### config.mk
export PLATFORM = sky130hd
export DESIGN_NAME = nmea_rmc_position_extractor
export DESIGN_NICKNAME = d
export VERILOG_FILES = /design/src/design/nrmc_pkg.sv /design/src/design/nmea_rmc_position_extractor.sv
export SDC_FILE = /design/constraint.sdc
export NUM_CORES = 1
export LEC_CHECK = 0
export BUFFER_PORTS_ARGS = -buffer_cell sky130_fd_sc_hd__buf_4
export CORE_ASPECT_RATIO = 1.25
export CORE_MARGIN = 10
export CORE_UTILIZATION = 47
export CTS_CLUSTER_DIAMETER = 200
export CTS_CLUSTER_SIZE = 10
export DETAILED_ROUTE_END_ITERATION = 10
export HOLD_SLACK_MARGIN = 0.06
export PLACE_DENSITY_LB_ADDON = 0.3
export SLEW_MARGIN = 20
export SYNTH_ARGS = -nofsm -noshare
export SYNTH_HDL_FRONTEND = slang
export SYNTH_SLANG_ARGS = --single-unit
### constraint.sdc
create_clock -name clk -period 3.3 [get_ports clk]
set_input_delay 0.33 -clock clk [delete_from_list [all_inputs] [get_ports clk]]
set_output_delay 0.33 -clock clk [all_outputs]
set_load 0.02 [all_outputs]
### src/design/nrmc_pkg.sv
// Shared constants for the NMEA sentence field extractor.
// Result kind codes, register map and ASCII codes; no dependencies.
package nrmc_pkg;

	// result kinds
	localparam logic [1:0] KIND_FIRST  = 2'd0;
	localparam logic [1:0] KIND_SECOND = 2'd1;
	localparam logic [1:0] KIND_DONE   = 2'd2;

	// register map: index = paddr[4:3]
	localparam int unsigned ADDR_W = 5;
	localparam logic [1:0] REG_TAG    = 2'd0;
	localparam logic [1:0] REG_FIRST  = 2'd1;
	localparam logic [1:0] REG_SECOND = 2'd2;

	localparam logic [39:0] TAG_RESET    = 40'h4750524D43; // "GPRMC"
	localparam logic [3:0]  FIRST_RESET  = 4'd3;
	localparam logic [3:0]  SECOND_RESET = 4'd5;

	// characters
	localparam logic [7:0] CH_DOLLAR = 8'h24;
	localparam logic [7:0] CH_LF     = 8'h0A;
	localparam logic [7:0] CH_CR     = 8'h0D;
	localparam logic [7:0] CH_COMMA  = 8'h2C;

	// '$' plus five tag characters
	localparam int unsigned HEADER_LEN = 6;
	localparam logic [3:0]  COMMA_SAT  = 4'd15;

endpackage

### src/design/nmea_rmc_position_extractor.sv
// NMEA sentence field extractor, top level.
// Uses nrmc_pkg; single module, checker is bound from nrmc_checker.sv.
//
// Usage:
//  - Input channel (in_valid / in_stall / rx_byte): one received character per
//    word. A word is taken at a clock edge with in_valid high and in_stall low.
//  - Output channel (out_valid / out_stall / kind ...): one word per field
//    character of a matching sentence (kind first or second), and one done
//    word at the line end of a matching sentence.
//  - APB port: sentence_tag at 0x00 (64-bit data, low 40 bits used),
//    first_field_index at 0x08, second_field_index at 0x10. Write only while
//    idle. pready is tied high.
// Timing:
//  - One word per cycle while out_stall is low. A character is held in the input
//    register, is decoded against the sentence state, and any result lands in
//    the output register, which drives out_valid.
//  - out_stall holds the output register; the input register then fills and
//    in_stall rises, so nothing is lost.
// Reset: arst_n clears the sentence state (outside a sentence) and loads the
//    register defaults (tag "GPRMC", fields 3 and 5).
module nmea_rmc_position_extractor
	import nrmc_pkg::*;
#(
	parameter int SENTENCE_MAX = 128,
	parameter int FIELD_MAX    = 16
) (
	input  logic                clk,
	input  logic                arst_n,
	// APB
	input  logic                psel,
	input  logic                penable,
	input  logic                pwrite,
	input  logic [ADDR_W-1:0]   paddr,
	input  logic [63:0]         pwdata,
	output logic [63:0]         prdata,
	output logic                pready,
	// input words
	input  logic                in_valid,
	output logic                in_stall,
	input  logic [7:0]          rx_byte,
	// output words
	output logic                out_valid,
	input  logic                out_stall,
	output logic [1:0]          kind,
	output logic [7:0]          char_value,
	output logic [3:0]          char_pos,
	output logic [4:0]          first_len,
	output logic [4:0]          second_len,
	output logic                first_found,
	output logic                second_found,
	output logic                truncated
);

	// stored_count holds up to SENTENCE_MAX-1
	localparam int unsigned CNT_W = $clog2(SENTENCE_MAX);
	localparam logic [CNT_W-1:0] CNT_LIMIT = CNT_W'(SENTENCE_MAX - 1);
	localparam logic [CNT_W-1:0] CNT_HDR   = CNT_W'(HEADER_LEN);
	localparam logic [CNT_W-1:0] TAG_LAST  = CNT_W'(HEADER_LEN - 1);
	localparam logic [4:0]       FLD_LIMIT = 5'(FIELD_MAX);

	// ---------------- configuration ----------------
	logic [39:0] tag_q;
	logic [3:0]  first_idx_q;
	logic [3:0]  second_idx_q;
	logic        cfg_wr;
	logic [1:0]  cfg_reg;

	assign pready  = 1'b1;
	assign cfg_wr  = psel && penable && pwrite;
	assign cfg_reg = paddr[4:3];

	always_ff @(posedge clk or negedge arst_n) begin
		if (!arst_n) begin
			tag_q        <= TAG_RESET;
			first_idx_q  <= FIRST_RESET;
			second_idx_q <= SECOND_RESET;
		end else if (cfg_wr) begin
			unique case (cfg_reg)
				REG_TAG:    tag_q        <= pwdata[39:0];
				REG_FIRST:  first_idx_q  <= pwdata[3:0];
				REG_SECOND: second_idx_q <= pwdata[3:0];
				default:    ;
			endcase
		end
	end

	always_comb begin
		unique case (cfg_reg)
			REG_TAG:    prdata = {24'd0, tag_q};
			REG_FIRST:  prdata = {60'd0, first_idx_q};
			REG_SECOND: prdata = {60'd0, second_idx_q};
			default:    prdata = 64'd0;
		endcase
	end

	// ---------------- input register ----------------
	logic       valid_s1;
	logic [7:0] byte_s1;
	logic       advance;

	// the output register can take a new word this cycle
	assign advance  = !out_valid || !out_stall;
	assign in_stall = valid_s1 && !advance;

	always_ff @(posedge clk or negedge arst_n) begin
		if (!arst_n) begin
			valid_s1 <= 1'b0;
		end else if (in_valid && !in_stall) begin
			valid_s1 <= 1'b1;
		end else if (advance) begin
			valid_s1 <= 1'b0;
		end
	end

	always_ff @(posedge clk) begin
		if (in_valid && !in_stall) begin
			byte_s1 <= rx_byte;
		end
	end

	// ---------------- sentence state ----------------
	logic             in_sent_q;
	logic [CNT_W-1:0] stored_q;
	logic             tag_ok_q;
	logic [3:0]       comma_q;
	logic [4:0]       first_cnt_q;
	logic [4:0]       second_cnt_q;
	logic             first_seen_q;
	logic             second_seen_q;
	logic             ovf_q;

	logic             in_sent_d;
	logic [CNT_W-1:0] stored_d;
	logic             tag_ok_d;
	logic [3:0]       comma_d;
	logic [4:0]       first_cnt_d;
	logic [4:0]       second_cnt_d;
	logic             first_seen_d;
	logic             second_seen_d;
	logic             ovf_d;

	logic             res_valid;
	logic [1:0]       res_kind;
	logic [7:0]       res_char;
	logic [3:0]       res_pos;
	logic [7:0]       want;
	logic             first_hit;
	logic             second_hit;

	// expected tag character for header positions 1..5
	always_comb begin
		case (stored_q[2:0])
			3'd1:    want = tag_q[39:32];
			3'd2:    want = tag_q[31:24];
			3'd3:    want = tag_q[23:16];
			3'd4:    want = tag_q[15:8];
			3'd5:    want = tag_q[7:0];
			default: want = 8'd0;
		endcase
	end

	// field selection on the comma count before this character
	assign first_hit  = (first_idx_q != 4'd0) && (comma_q == first_idx_q);
	assign second_hit = (second_idx_q != 4'd0) && (comma_q == second_idx_q);

	always_comb begin
		in_sent_d     = in_sent_q;
		stored_d      = stored_q;
		tag_ok_d      = tag_ok_q;
		comma_d       = comma_q;
		first_cnt_d   = first_cnt_q;
		second_cnt_d  = second_cnt_q;
		first_seen_d  = first_seen_q;
		second_seen_d = second_seen_q;
		ovf_d         = ovf_q;
		res_valid     = 1'b0;
		res_kind      = KIND_DONE;
		res_char      = 8'd0;
		res_pos       = 4'd0;

		if (!in_sent_q) begin
			// hunt for the start of a sentence
			if (byte_s1 == CH_DOLLAR) begin
				in_sent_d     = 1'b1;
				stored_d      = CNT_W'(1);
				tag_ok_d      = 1'b1;
				comma_d       = 4'd0;
				first_cnt_d   = 5'd0;
				second_cnt_d  = 5'd0;
				first_seen_d  = 1'b0;
				second_seen_d = 1'b0;
				ovf_d         = 1'b0;
			end
		end else if (byte_s1 == CH_LF || byte_s1 == CH_CR) begin
			in_sent_d = 1'b0;
			// short sentences never match
			if (tag_ok_q && stored_q >= CNT_HDR) begin
				res_valid = 1'b1;
			end
		end else if (stored_q >= CNT_LIMIT) begin
			// sentence buffer full: drop character
			ovf_d = 1'b1;
		end else begin
			stored_d = stored_q + CNT_W'(1);
			if (stored_q != '0 && stored_q <= TAG_LAST) begin
				if (byte_s1 != want) begin
					tag_ok_d = 1'b0;
				end
			end else if (stored_q == '0) begin
				// not reachable inside a sentence
			end else if (byte_s1 == CH_COMMA) begin
				if (comma_q != COMMA_SAT) begin
					comma_d = comma_q + 4'd1;
				end
				if (first_idx_q != 4'd0 && comma_d == first_idx_q) begin
					first_seen_d = 1'b1;
				end
				if (second_idx_q != 4'd0 && comma_d == second_idx_q) begin
					second_seen_d = 1'b1;
				end
			end else if (first_hit) begin
				if (first_cnt_q < FLD_LIMIT) begin
					first_cnt_d = first_cnt_q + 5'd1;
					res_valid   = tag_ok_q;
					res_kind    = KIND_FIRST;
					res_char    = byte_s1;
					res_pos     = first_cnt_q[3:0];
				end else begin
					ovf_d = 1'b1;
				end
			end else if (second_hit) begin
				if (second_cnt_q < FLD_LIMIT) begin
					second_cnt_d = second_cnt_q + 5'd1;
					res_valid    = tag_ok_q;
					res_kind     = KIND_SECOND;
					res_char     = byte_s1;
					res_pos      = second_cnt_q[3:0];
				end else begin
					ovf_d = 1'b1;
				end
			end
		end
	end

	always_ff @(posedge clk or negedge arst_n) begin
		if (!arst_n) begin
			in_sent_q     <= 1'b0;
			stored_q      <= '0;
			tag_ok_q      <= 1'b1;
			comma_q       <= 4'd0;
			first_cnt_q   <= 5'd0;
			second_cnt_q  <= 5'd0;
			first_seen_q  <= 1'b0;
			second_seen_q <= 1'b0;
			ovf_q         <= 1'b0;
		end else if (valid_s1 && advance) begin
			in_sent_q     <= in_sent_d;
			stored_q      <= stored_d;
			tag_ok_q      <= tag_ok_d;
			comma_q       <= comma_d;
			first_cnt_q   <= first_cnt_d;
			second_cnt_q  <= second_cnt_d;
			first_seen_q  <= first_seen_d;
			second_seen_q <= second_seen_d;
			ovf_q         <= ovf_d;
		end
	end

	// ---------------- output register ----------------
	logic       out_valid_q;
	logic [1:0] kind_q;
	logic [7:0] char_q;
	logic [3:0] pos_q;
	logic [4:0] first_len_q;
	logic [4:0] second_len_q;
	logic       first_found_q;
	logic       second_found_q;
	logic       trunc_q;

	always_ff @(posedge clk or negedge arst_n) begin
		if (!arst_n) begin
			out_valid_q <= 1'b0;
		end else if (advance) begin
			out_valid_q <= valid_s1 && res_valid;
		end
	end

	// status fields carry the counts after this character
	always_ff @(posedge clk) begin
		if (advance && valid_s1 && res_valid) begin
			kind_q         <= res_kind;
			char_q         <= res_char;
			pos_q          <= res_pos;
			first_len_q    <= first_cnt_d;
			second_len_q   <= second_cnt_d;
			first_found_q  <= first_seen_d;
			second_found_q <= second_seen_d;
			trunc_q        <= ovf_d;
		end
	end

	assign out_valid    = out_valid_q;
	assign kind         = kind_q;
	assign char_value   = char_q;
	assign char_pos     = pos_q;
	assign first_len    = first_len_q;
	assign second_len   = second_len_q;
	assign first_found  = first_found_q;
	assign second_found = second_found_q;
	assign truncated    = trunc_q;

endmodule

After elaboration in Yosys (flattened, before gate mapping)
Index checks and enable logic that the tools add are counted.
Operators by class
  add/sub/neg operators: 4
  $lt $le $gt $ge: 5
  equality and inequality tests: 24
  muxes and demuxes: 100
  bitwise operators: 1
  reduce and logical (&&, ||, !) cells: 33
Operator list (count)
  $pmux W40 S3: 1
  $mux W5: 19
  $mux W4: 18
  $mux W1: 49
  $pmux W8 S5: 1
  $mux W8: 4
  $mux W7: 4
  $eq A4 B4 Y1: 4
  $eq A8 B4 Y1 const B: 2
  $eq A8 B6 Y1 const B: 2
  $logic_and A1 B1 Y1: 13
  $add A5 B1 Y5 const B: 2
  $lt A5 B5 Y1 const B: 2
  $mux W2: 4
  $ne A2 B2 Y1 const B: 4
  $ne A8 B8 Y1: 1
  $reduce_bool A4 Y1: 2
  $add A7 B1 Y7 const B: 1
  $ge A7 B3 Y1 const B: 1
  $ge A7 B7 Y1 const B: 1
  $le A7 B3 Y1 const B: 1
  $logic_not A7 Y1: 1
  $reduce_and A7 Y1: 1
  $reduce_bool A7 Y1: 1
  17 further kinds: 28
Word-level totals
  bits in registers: 111
  output and inout bits: 94
  word-level logic and storage cells: 190

Longest topological paths before layout
Gate-level depths: netlist (run 1).
  depth in word-level cells: 17
  mapped depth: 10

Worst setup path before layout (run 1)
OpenSTA, ideal clock, no wires.
  kind: reg-to-reg
  from: register stored_q[1]
  to: register pos_q[0] (netlist: char_pos[0]) (enable)
  library setup time: 0.382 ns
  arrival time: 2.554 ns
  slack: 0.364 ns
  cell stages (with the launch flop): 10
  buffers on the path: 1
  cell sequence: dfrtp_1 > inv_1 > ha_1 > clkbuf_1 > nand2_1 > a31oi_4 > nor4_4 > and2_1 > o21a_2 > o211a_1
Between the ends
  longest elaborated chain between the ends: 7
  elaborated cells on any way between the ends: 14
RTL lines
  start: declaration: RTL line nmea_rmc_position_extractor.sv:123  | logic [CNT_W-1:0] stored_q;
  start signal: assignment: RTL line nmea_rmc_position_extractor.sv:258  | stored_q <= stored_d;
  $le A7 B3 Y1, or another cell as far along: RTL line nmea_rmc_position_extractor.sv:205  | if (stored_q != '0 && stored_q <= TAG_LAST) begin
  $logic_and A1 B1 Y1 / $mux W1 (equally long branches): RTL line nmea_rmc_position_extractor.sv:205, nmea_rmc_position_extractor.sv:209
  $mux W1: RTL line nmea_rmc_position_extractor.sv:205
  $mux W1: RTL line nmea_rmc_position_extractor.sv:200  | end else if (stored_q >= CNT_LIMIT) begin
  $mux W1 *: RTL line nmea_rmc_position_extractor.sv:194  | end else if (byte_s1 == CH_LF || byte_s1 == CH_CR) begin
  $mux W1 *: RTL line nmea_rmc_position_extractor.sv:181  | if (!in_sent_q) begin
  $logic_and A1 B1 Y1 *: RTL line nmea_rmc_position_extractor.sv:290  | if (advance && valid_s1 && res_valid) begin
  end signal: assignment: RTL line nmea_rmc_position_extractor.sv:293  | pos_q <= res_pos;
  end: declaration: RTL line nmea_rmc_position_extractor.sv:273  | logic [3:0] pos_q;
Every way passes the cells marked *; elsewhere a longest branch is shown, timed or not.
A chain may end at the register's enable or synchronous reset.

Worst setup path in the final report (run 1)
  from: register stored_q[0]
  to: register second_found_q (netlist: second_found) (enable)
Between the ends
  longest elaborated chain between the ends: 7
  elaborated cells on any way between the ends: 14
RTL lines
  $le A7 B3 Y1, or another cell as far along: RTL line nmea_rmc_position_extractor.sv:205
  $logic_and A1 B1 Y1 / $mux W1 (equally long branches): RTL line nmea_rmc_position_extractor.sv:205, nmea_rmc_position_extractor.sv:209
  $mux W1: RTL line nmea_rmc_position_extractor.sv:205
  $mux W1: RTL line nmea_rmc_position_extractor.sv:200
  $mux W1 *: RTL line nmea_rmc_position_extractor.sv:194
  $mux W1 *: RTL line nmea_rmc_position_extractor.sv:181
  $logic_and A1 B1 Y1 *: RTL line nmea_rmc_position_extractor.sv:290
  end signal: assignment: RTL line nmea_rmc_position_extractor.sv:297  | second_found_q <= second_seen_d;
  end: declaration: RTL line nmea_rmc_position_extractor.sv:277  | logic second_found_q;
Marked as above.

==> summary.txt, run 1 <==
Outcome
  • Outcome: complete, no violations

Worst setup path
  • Crit Path Max Fanout: 27
  • Critical Path Source Type: flip-flop
  • Top Family by Delay on Critical Path: simple AND/OR/NAND/NOR gates
  • CP max stage delay: 480 ps
  • R2R Path Start: stored_q[0]$_DFFE_PN0P_
  • Critical Path AT: 2980 ps
  • CP required: 3360 ps
  • Critical path class: reg -> reg
  • Critical path startpoint: stored_q[0]$_DFFE_PN0P_
  • Worst path bufs/invs: 2
  • Crit-path cells: inv_1 -> ha_1 -> nand2b_1 -> a31oi_4 -> nor4_4 -> and2_1 -> o21a_2 -> o211a_1 -> buf_12
  • Flop2flop setup slack: roughly 380 ps
  • CP max stage cell: dfrtp_1
  • Worst setup EP type: flip-flop

Die
  • Initial Util: 48.43%
  • Row Count: between 40 and 50
  • Die ar.: ~18000 sq um
  • IO Count: between 150 and 200
  • Core area: 12830 sq um
  • Horiz. Die Dim: 122.9 um
  • Chip height: approximately 150 um

Synth
  • Share of the synthesized area in the top cell type: 22.14%
  • Yosys top cell by area: dfrtp_1
  • Synth async-reset ratio: 68.47%
  • Most frequent cell after synthesis: dfrtp_1
  • Yosys cell types: 74
  • Post-synth EDFFs: 35
  • Cells after synthesis: about 580
  • Netlist Area Pre-Place: 6216 sq um
  • Top post-synthesis cells by count: dfrtp_1, and2_1, nand2_1
  • Top post-synthesis cells by area: dfrtp_1, edfxtp_1, dfstp_2
  • Synth Register Bits: 111
  • Post-synthesis sequential area ratio: between 40% and 50%
  • Avg Inst Size Synth: 10.68 sq um
  • Ys flop type: dfrtp_1
  • Synth warn: 0

STA
  • RSZ-0062 raised after global routing: false
  • Worst clock skew: a little under 9 ps
  • Final TNS setup: 0 ps
  • Fin. Hold Viols: 0
  • Peak Freq: 342.5 MHz
  • Slew HR: 34.86%
  • Hold Slack: 135.3 ps
  • Worst-Margin Slew: about 980 ps
  • Tcrit/Tclk final: 88.47%
  • Final setup viols: 0
  • Min Tclk post-route: 2920 ps
  • Final Max Tran Viols: 0

Clocking
  • Sink Count: 111
  • H-tree Lvls: 3
  • Clk root buf: clkbuf_16
  • Setup bufs post-CTS: 0
  • CTS max path bufs: 2
  • Number of gates resized after CTS: 0
  • Hold buffers post-CTS: 0
  • Total CTS buffers: 9
  • Worst-Skew Late Latency: 350 ps
  • CTS tree: yes
  • Clock transition at path regs: 70 ps

Detailed routing
  • Routed WL: about 16000 um
  • Via density: 5.593
  • Total number of vias: about 4900
  • ANT nets after route: 0
  • Iteration count of the initial detailed-routing pass: 5
  • Initial drt markers: 258
  • Drt wl/cell: around 19 um
  • # DRC: 0

Layout
  • N_diodes: 0
  • Sequential cell area: around 3000 sq um
  • Area Overhead vs Synth: 20.83%
  • Final Net Count: approximately 790
  • Fillcell total: 1138
  • Share of post-route cells with drive strength above 1: 33.14%
  • Footprint of the multi-input gates: between 2000 and 3000 sq um

Pwr
  • Total power: approximately 3.6 mW
  • Clock share of power: roughly 29%
  • Switch share: ~30%
  • Peak VDD IR: 0.0002782 V
  • Internal power: 2.545 mW
  • Comb pwr share: 21.2%
  • Power per standard cell area: 482.6 nW/um^2
  • Sw power: 1.080 mW
  • Lkg Pwr: around 3.3 nW
  • Seq pwr share: 49.6%

Place
  • Final HPWL DP: 12510 um
  • Number of port buffers: 125
  • Gpl congestion: 0.8428

Global route
  • Largest net degree at the start of global routing: 77
  • First-pass GRT wire length: about 27000 um
  • GR Util All Layers: about 18%
  • Vias in the first global route: 5095
  • Grt total ovfl: 0
  • Initial antenna violation count: 0

Hold path
  • Worst min-delay path class: in -> async

Job
  • Maximum Capacitance Violations: 0
## path summary, 6_finish.rpt
check / depth (start not counted) / end
max: 9 / second_found$_DFFE_PP_
min: 1 / tag_q[39]$_DFFE_PN0P_
max reg2reg: 9 / second_found$_DFFE_PP_
min reg2reg: 1 / first_seen_q$_DFFE_PN0P_
max in group asynchronous: 1 / comma_q[1]$_DFFE_PN0P_
min in group clk: 1 / byte_s1[1]$_DFFE_PP_
## sequential cells by signal (all words and copies together) (netlist names), 5 cells and up
register and cells:
byte_s1 8, char_value 8, second_cnt_q 5, tag_q 40, first_len 5, first_cnt_q 5
second_len 5, stored_q 7
## per-stage QoR
step	util, %	cell area, sq um	setup slack [ps]	std cells
CTS	58.52	7511	397.5	868
detailed placement	56.30	7226	417.9	852
global route	58.52	7511	158.2	868
floorplan	-	6302	363.7	605
global placement	56.30	7226	518.4	852
finish	58.52	7511	380.4	868
## metal layers
layer | track usage (%) | vias to the layer above | routed length, um
met1 | 20.54 | 2373 | 6326
met4 | 6.494 | 0 | 397
li1 | - | 2296 | -
met2 | 31.25 | 162 | 8486
met3 | 5.758 | 24 | 1287
met5 | 0 | - | 0
## layout make-up
class | instances | area share (%)
clock buffers | 12 | 3.432
clock inverters | 4 | 0.3665
inverters | 18 | 0.8996
multi-input cells | 423 | 39.48
flip-flops and latches | 111 | 39.66
well taps | 168 | 2.799
repair buffers | 132 | 13.36
## power groups by stage
stage / clock, mW / combinational [mW] / sequential (mW)
after global placement: 0 / 0.745 / 1.81
after detailed placement: 0 / 0.767 / 1.82
after CTS: 1.07 / 0.772 / 1.79
after floorplan: 0 / 0.558 / 1.73
final: 1.06 / 0.770 / 1.80
after global routing: 1.13 / 0.851 / 1.82
## placed cells by master (no fill, tap or decap), types with 12 or more instances in the layout
cell type  Yosys  routed
a21oi_1       15      15
and2_1        49      49
buf_4         25     131
conb_1         2      25
dfrtp_1       55      55
dfstp_2       21      21
edfxtp_1      35      35
ha_1          12      12
inv_1         17      17
mux2_2        44      44
nand2_1       48      48
nand3_1       18      18
nor2_1        23      23
o21ai_0       24      24
## cells by family after synthesis
logic type	after synthesis	share of synthesized area, %
buffers and inverters	71	5.837
multiplexers	56	9.924
flip-flops	111	47.93
XOR/XNOR	15	2.234
adder cells (fa/ha/maj)	12	2.415
AO/OA/AOI/OAI	114	13.39
AND/OR/NAND/NOR	201	18.16
other	2	0.1208
Note: power is estimated with default switching activity, not from simulation.
==> run 2: changes to the inputs <==
--- a/config.mk
+++ b/config.mk
@@ -5,15 +5,14 @@
 export SDC_FILE = /design/constraint.sdc
 export NUM_CORES = 1
 export LEC_CHECK = 0
-export BUFFER_PORTS_ARGS = -buffer_cell sky130_fd_sc_hd__buf_4
 export CORE_ASPECT_RATIO = 1.25
 export CORE_MARGIN = 10
 export CORE_UTILIZATION = 47
 export CTS_CLUSTER_DIAMETER = 200
 export CTS_CLUSTER_SIZE = 10
 export DETAILED_ROUTE_END_ITERATION = 10
+export DONT_BUFFER_PORTS = 1
 export HOLD_SLACK_MARGIN = 0.06
-export PLACE_DENSITY_LB_ADDON = 0.3
 export SLEW_MARGIN = 20
 export SYNTH_ARGS = -nofsm -noshare
 export SYNTH_HDL_FRONTEND = slang
==> summary.txt, run 2 (synthesis gave the netlist of run 1 again) <==
Detailed routing
  • Initial drt markers: 269 (+4.3%)
  • Total number of vias: 4363 (-10%)
  • Routed WL: 15660 um (-5.0%)
  • ANT nets after route: 0 (unchanged)
  • Via density: 5.786 (+3.5%)
  • Met2 WL: 8348 um (-1.6%)
  • # DRC: 0 (unchanged)
  • Max Used Layer: met4
  • Metal3 WL: 1100 um (-15%)
  • Met1 Routed Length: 6037 um (-4.6%)
  • Drt wl/cell: 20.77 um (+9.3%)
  • Iteration count of the initial detailed-routing pass: 4 (-1)

Place
  • Final HPWL DP: 11860 um (-5.2%)
  • Placement Setup Slack: 406.1 ps (-11.86 ps)
  • Placed Area: 6295 sq um (-13%)
  • Gpl congestion: 0.8389 (-0.46%)
  • Number of port buffers: 0 (-100%)

Pwr
  • Total power: 3.621 mW (-0.11%)
  • Switch share: 29.69% (-0.11 points)
  • Clock share of power: 32.5% (+3.3 points)
  • Power per standard cell area: 537.6 nW/um^2 (+11%)
  • Lkg Pwr: 2.754 nW (-17%)
  • Internal power: 2.546 mW (about the same)
  • Sw power: 1.075 mW (-0.47%)
  • Comb pwr share: 18.0% (-3.2 points)
  • Peak VDD IR: 0.0002747 V (-1.3%)
  • Seq pwr share: 49.5% (about the same)

Worst setup path
  • Critical path startpoint: stored_q[0]$_DFFE_PN0P_
  • Worst path bufs/invs: 2 (unchanged)
  • Top Family by Delay on Critical Path: simple AND/OR/NAND/NOR gates
  • Crit Path Max Fanout: 27 (unchanged)
  • Crit-path cells: inv_1 -> ha_1 -> nand2b_1 -> a31oi_4 -> nor4_4 -> and2_1 -> o21a_2 -> o211a_1 -> buf_12
  • CP required: 3360 ps (about the same)
  • Worst setup EP type: flip-flop
  • R2R Path Start: stored_q[0]$_DFFE_PN0P_
  • Critical Path AT: 2960 ps (-20 ps)
  • Critical path class: reg -> reg
  • Critical Path Source Type: flip-flop
  • CP max stage cell: dfrtp_1
  • CP max stage delay: 490 ps (about the same)

STA
  • RSZ-0062 raised after global routing: false
  • Worst clock skew: 9.281 ps (+0.6167 ps)
  • Final setup viols: 0 (unchanged)
  • Worst-Margin Slew: 830.8 ps (-146.3 ps)
  • Slew HR: 44.61% (+9.8 points)
  • Peak Freq: 344.4 MHz (+0.55%)
  • Final Max Tran Viols: 0 (unchanged)
  • Tcrit/Tclk final: 87.99% (-0.48 points)
  • Final setup margin: 396.4 ps (+15.92 ps)
  • Min Tclk post-route: 2904 ps (-15.92 ps)
  • Fin. Hold Viols: 0 (unchanged)
  • Final TNS setup: 0 ps (unchanged)

Layout
  • N_diodes: 0 (unchanged)
  • Area Overhead vs Synth: 8.353%
  • Largest reg by FF count: tag_q
  • Max reg flops: 40 (unchanged)
  • Fillcell total: 1137 (-0.088%)
  • Sequential cell area: 2979 sq um (unchanged)
  • Most common cell after layout, fill and taps aside: dfrtp_1
  • Final instance area: 6735 sq um (-10%)
  • Footprint of the multi-input gates: 2965 sq um (unchanged)
  • Final Net Count: 677 (-14%)
  • Most frequent cells in the layout: dfrtp_1, and2_1, nand2_1
  • Share of post-route cells with drive strength above 1: 18.94% (-14 points)

Clocking
  • H-tree Lvls: 3 (unchanged)
  • Total CTS buffers: 9 (unchanged)
  • Worst-Skew Late Latency: 360 ps (about the same)
  • Setup bufs post-CTS: 0 (unchanged)
  • Sink Count: 111 (unchanged)
  • CTS tree: yes
  • CTS max path bufs: 2 (unchanged)
  • Number of gates resized after CTS: 0 (unchanged)
  • Clock transition at path regs: 80 ps (about the same)
  • Clk root buf: clkbuf_16

Hold path
  • Hold Crit Start: in_valid
  • Worst min-delay path class: in -> reg

Die
  • Die ar.: 18250 sq um (unchanged)
  • Row Count: 46 (unchanged)
  • Initial Util: 48.43% (unchanged)
  • Core area: 12830 sq um (unchanged)
  • Chip height: 148.6 um (unchanged)
  • IO Count: 178 (unchanged)
  • Horiz. Die Dim: 122.9 um (unchanged)

Global route
  • Vias in the first global route: 4387 (-14%)
  • Initial antenna violation count: 0 (unchanged)
  • GR Util All Layers: 16.96% (-1.2 points)
  • Largest net degree at the start of global routing: 77 (unchanged)
  • Grt total ovfl: 0 (unchanged)
  • First-pass GRT wire length: 24520 um (-8.4%)

Job
  • Maximum Capacitance Violations: 0 (unchanged)

Outcome
  • Outcome: complete, no violations
[run 2: worst register-to-register path: stages, from the launching register on]
cell,delay [ps]
dfrtp_1,490
inv_1,120
ha_1,300
nand2b_1,150
a31oi_4,110
nor4_4,440
and2_1,300
o21a_2,270
o211a_1,220
buf_12,190
[run 2: layout make-up]
cell class	instances	share of cell area [%]
Clock buffer	10	3.715
Clock inverter	6	1.077
Inverter	18	1.003
Multi-Input combinational cell	423	44.03
Sequential cell	111	44.23
Tap cell	168	3.121
Timing Repair Buffer	18	2.824
[run 2: what timing repair did]
item,CTS,global route
setup endpoints to repair,0,0
hold buffers,2,8
endpoints found under the hold margin,76,8
[run 2: through the flow]
stage	hold WS (ps)	cells	utilization [%]
floorplan	34.41	605	-
global placement	37.46	728	49.04
global route	78.31	754	52.48
finish	80.65	754	52.48
detailed placement	37.29	728	49.04
CTS	62.11	746	51.85
[run 2: power by group through the flow]
stage          Clock (mW)  Combinational (mW)  Sequential (mW)
3_5_place_dp            0               0.623             1.82
4_1_cts              1.20               0.652             1.79
5_1_grt              1.26               0.723             1.82
6_report             1.18               0.653             1.79
3_3_place_gp            0               0.614             1.81
2_1_floorplan           0               0.558             1.73
[run 2: metal layers]
layer | vias up | global-route usage (%)
li1 | 2070 | -
met1 | 2149 | 19.30
met2 | 129 | 29.59
met3 | 15 | 5.682
met4 | 0 | 4.250
met5 | - | 0
[run 2: final timing paths]
path | to | slack (ps) | depth (start not counted)
setup / recovery | first_found$_DFFE_PP_ | 400 | 9
hold / removal | valid_s1$_DFFE_PN0P_ | 80 | 1
setup reg to reg | first_found$_DFFE_PP_ | 400 | 9
hold reg to reg | ovf_q$_DFFE_PN0P_ | 500 | 1
max in group asynchronous | tag_ok_q$_DFFE_PN1P_ | 2400 | 2
min in group asynchronous | tag_q[9]$_DFFE_PN0P_ | 560 | 2
==> run 3: changes to the inputs <==
--- a/config.mk
+++ b/config.mk
@@ -7,13 +7,15 @@
 export LEC_CHECK = 0
 export CORE_ASPECT_RATIO = 1.25
 export CORE_MARGIN = 10
-export CORE_UTILIZATION = 47
+export CORE_UTILIZATION = 62
 export CTS_CLUSTER_DIAMETER = 200
 export CTS_CLUSTER_SIZE = 10
 export DETAILED_ROUTE_END_ITERATION = 10
 export DONT_BUFFER_PORTS = 1
 export HOLD_SLACK_MARGIN = 0.06
-export SLEW_MARGIN = 20
+export PLACE_DENSITY = 0.78
+export SETUP_SLACK_MARGIN = 0.02
+export SLEW_MARGIN = 25
 export SYNTH_ARGS = -nofsm -noshare
 export SYNTH_HDL_FRONTEND = slang
 export SYNTH_SLANG_ARGS = --single-unit
==> summary.txt, run 3 (synthesis gave the netlist of run 1 again) <==
Pwr
  • Lkg Pwr: 2.723 nW (-1.1%)
  • Peak VDD IR: 0.0003821 V (+39%)
  • Power per standard cell area: 533.7 nW/um^2 (-0.73%)
  • Total power: 3.541 mW (-2.2%)

Layout
  • Most common cell after layout, fill and taps aside: dfrtp_1
  • Max reg flops: 40 (unchanged)
  • Most frequent cells in the layout: dfrtp_1, and2_1, nand2_1
  • Largest reg by FF count: tag_q
  • Fillcell total: 730 (-36%)
  • Area Overhead vs Synth: 6.743%
  • Final Net Count: 674 (-0.44%)
  • Sequential cell area: 2979 sq um (unchanged)
  • Share of post-route cells with drive strength above 1: 18.18% (-0.76 points)
  • N_diodes: 0 (unchanged)
  • Footprint of the multi-input gates: 2965 sq um (unchanged)

Worst setup path
  • CP required: 3350 ps (about the same)
  • Critical path class: reg -> reg
  • R2R Path Start: stored_q[2]$_DFFE_PN0P_
  • CP max stage delay: 590 ps (+100 ps)
  • Critical Path AT: 2980 ps (+20 ps)
  • R2r endpoint: second_found$_DFFE_PP_
  • Crit Path Max Fanout: 27 (unchanged)
  • Reg2Reg Depth: 8 (-1)
  • Worst setup EP type: flip-flop
  • Critical Path Source Type: flip-flop
  • Crit-path cells: ha_1 -> a21o_1 -> a31oi_4 -> nor4_4 -> and2_1 -> o21a_2 -> o211a_1 -> buf_12
  • Flop2flop setup slack: 370 ps (-30 ps)
  • CP max stage cell: dfrtp_1

STA
  • Slew HR: 44.82% (+0.21 points)
  • Worst-Margin Slew: 827.7 ps (-3.182 ps)
  • Fin. Hold Viols: 0 (unchanged)
  • RSZ-0062 raised after global routing: false
  • Peak Freq: 341.4 MHz (-0.87%)
  • Final TNS setup: 0 ps (unchanged)
  • Final Max Tran Viols: 0 (unchanged)
  • Tcrit/Tclk final: 88.76% (+0.77 points)
  • Final setup viols: 0 (unchanged)
  • Min Tclk post-route: 2929 ps (+25.44 ps)
  • Worst clock skew: 9.736 ps (+0.4545 ps)

Detailed routing
  • Drt wl/cell: 21.22 um (+2.2%)
  • Routed WL: 15050 um (-3.9%)
  • Iteration count of the initial detailed-routing pass: 8 (+4)
  • Via density: 6.364 (+10%)
  • # DRC: 0 (unchanged)
  • ANT nets after route: 0 (unchanged)
  • Initial drt markers: 255 (-5.2%)
  • Total number of vias: 4512 (+3.4%)

Hold path
  • Hold Crit Start: in_valid
  • Worst Hold Depth: 1 (unchanged)
  • Worst Hold Path EP: valid_s1$_DFFE_PN0P_
  • Worst min-delay path class: in -> reg

Global route
  • Vias in the first global route: 4670 (+6.5%)
  • GR Util All Layers: 21.08% (+4.1 points)
  • Grt total ovfl: 0 (unchanged)
  • Largest net degree at the start of global routing: 77 (unchanged)
  • Initial antenna violation count: 0 (unchanged)
  • First-pass GRT wire length: 24560 um (+0.20%)

Die
  • Initial Util: 64.02% (+16 points)
  • Horiz. Die Dim: 109.6 um (-11%)
  • Row Count: 40 (-13%)
  • IO Count: 178 (unchanged)
  • Core area: 9709 sq um (-24%)
  • Chip height: 131.9 um (-11%)
  • Die ar.: 14460 sq um (-21%)

Place
  • Number of port buffers: 0 (unchanged)
  • Final HPWL DP: 11260 um (-5.0%)
  • Gpl congestion: 0.8841 (+5.4%)

Clocking
  • Worst-Skew Late Latency: 350 ps (about the same)
  • CTS tree: yes
  • Clk root buf: clkbuf_16
  • CTS max path bufs: 2 (unchanged)
  • Sink Count: 111 (unchanged)
  • Total CTS buffers: 9 (unchanged)
  • H-tree Lvls: 3 (unchanged)
  • Clock transition at path regs: 70 ps (about the same)

Job
  • Maximum Capacitance Violations: 0 (unchanged)

Outcome
  • Outcome: complete, no violations
[run 3: cell count changes in the layout (fill, tap and decap cells not counted), sizes merged]
| cell | delta |
|---|---|
| inv | -4 |
| clkbuf | +3 |
| clkinv | +1 |
| buf | -3 |
[run 3: final cells by class]
type / count / share of cell area, %
tap: 126 / 2.376
sequential: 111 / 44.90
multi-input combinational: 423 / 44.69
clock buffer: 13 / 3.828
inverter: 18 / 1.018
clock inverter: 3 / 0.6600
timing repair buffer: 15 / 2.527
[run 3: per-layer routing]
metal | global-route usage, % | share of wire (%) | up-vias
met1 | 23.13 | 37 | 2222
li1 | - | - | 2069
met2 | 35.28 | 51 | 183
met5 | 0 | 0 | -
met4 | 10.29 | 3.7 | 0
met3 | 6.800 | 7.9 | 38
[run 3: report_power, final]
| part | total [mW] | switching (mW) | internal, mW |
|---|---|---|---|
| combinational | 0.651 | 0.374 | 0.276 |
| sequential | 1.79 | 0.172 | 1.62 |
| clock | 1.10 | 0.480 | 0.619 |
| total | 3.54 | 1.03 | 2.51 |
[run 3: critical path: cells and delay by family, from the launching register on]
kind	cells	cell delay, ps
buf+inv	1	190
simple gates	2	770
flops	1	590
compound gates	4	780
fa+ha+maj	1	290
[run 3: through the flow]
step / std cells / worst slack (ps) / utilization, % / area, sq um / hold WS [ps]
floorplan: 605 / 363.7 / - / 6302 / 34.41
global placement: 683 / 486.2 / 64.06 / 6220 / 40.69
detailed placement: 683 / 417.4 / 64.06 / 6220 / 40.55
CTS: 709 / 400.2 / 68.34 / 6635 / 77.53
global route: 709 / 226.8 / 68.34 / 6635 / 86.37
finish: 709 / 370.9 / 68.34 / 6635 / 84.09
[run 3: how the worst max path moves through the flow]
stage	start	to	slack (ps)	cells after the start
2_1_floorplan	stored_q[1]$_DFFE_PN0P_	char_pos[0]$_SDFFCE_PP0P_	360	9
3_3_place_gp	stored_q[2]$_DFFE_PN0P_	first_found$_DFFE_PP_	490	8
3_5_place_dp	stored_q[2]$_DFFE_PN0P_	second_found$_DFFE_PP_	420	8
4_1_cts	stored_q[2]$_DFFE_PN0P_	second_found$_DFFE_PP_	400	8
5_1_grt	stored_q[2]$_DFFE_PN0P_	second_found$_DFFE_PP_	230	8
6_report	stored_q[2]$_DFFE_PN0P_	second_found$_DFFE_PP_	370	8
[run 3: timing repair]
item | CTS | global route
hold buffers | 10 | 0
gates resized for setup | 0 | 0
setup buffers | 0 | 0
hold endpoints to repair | 84 | 0
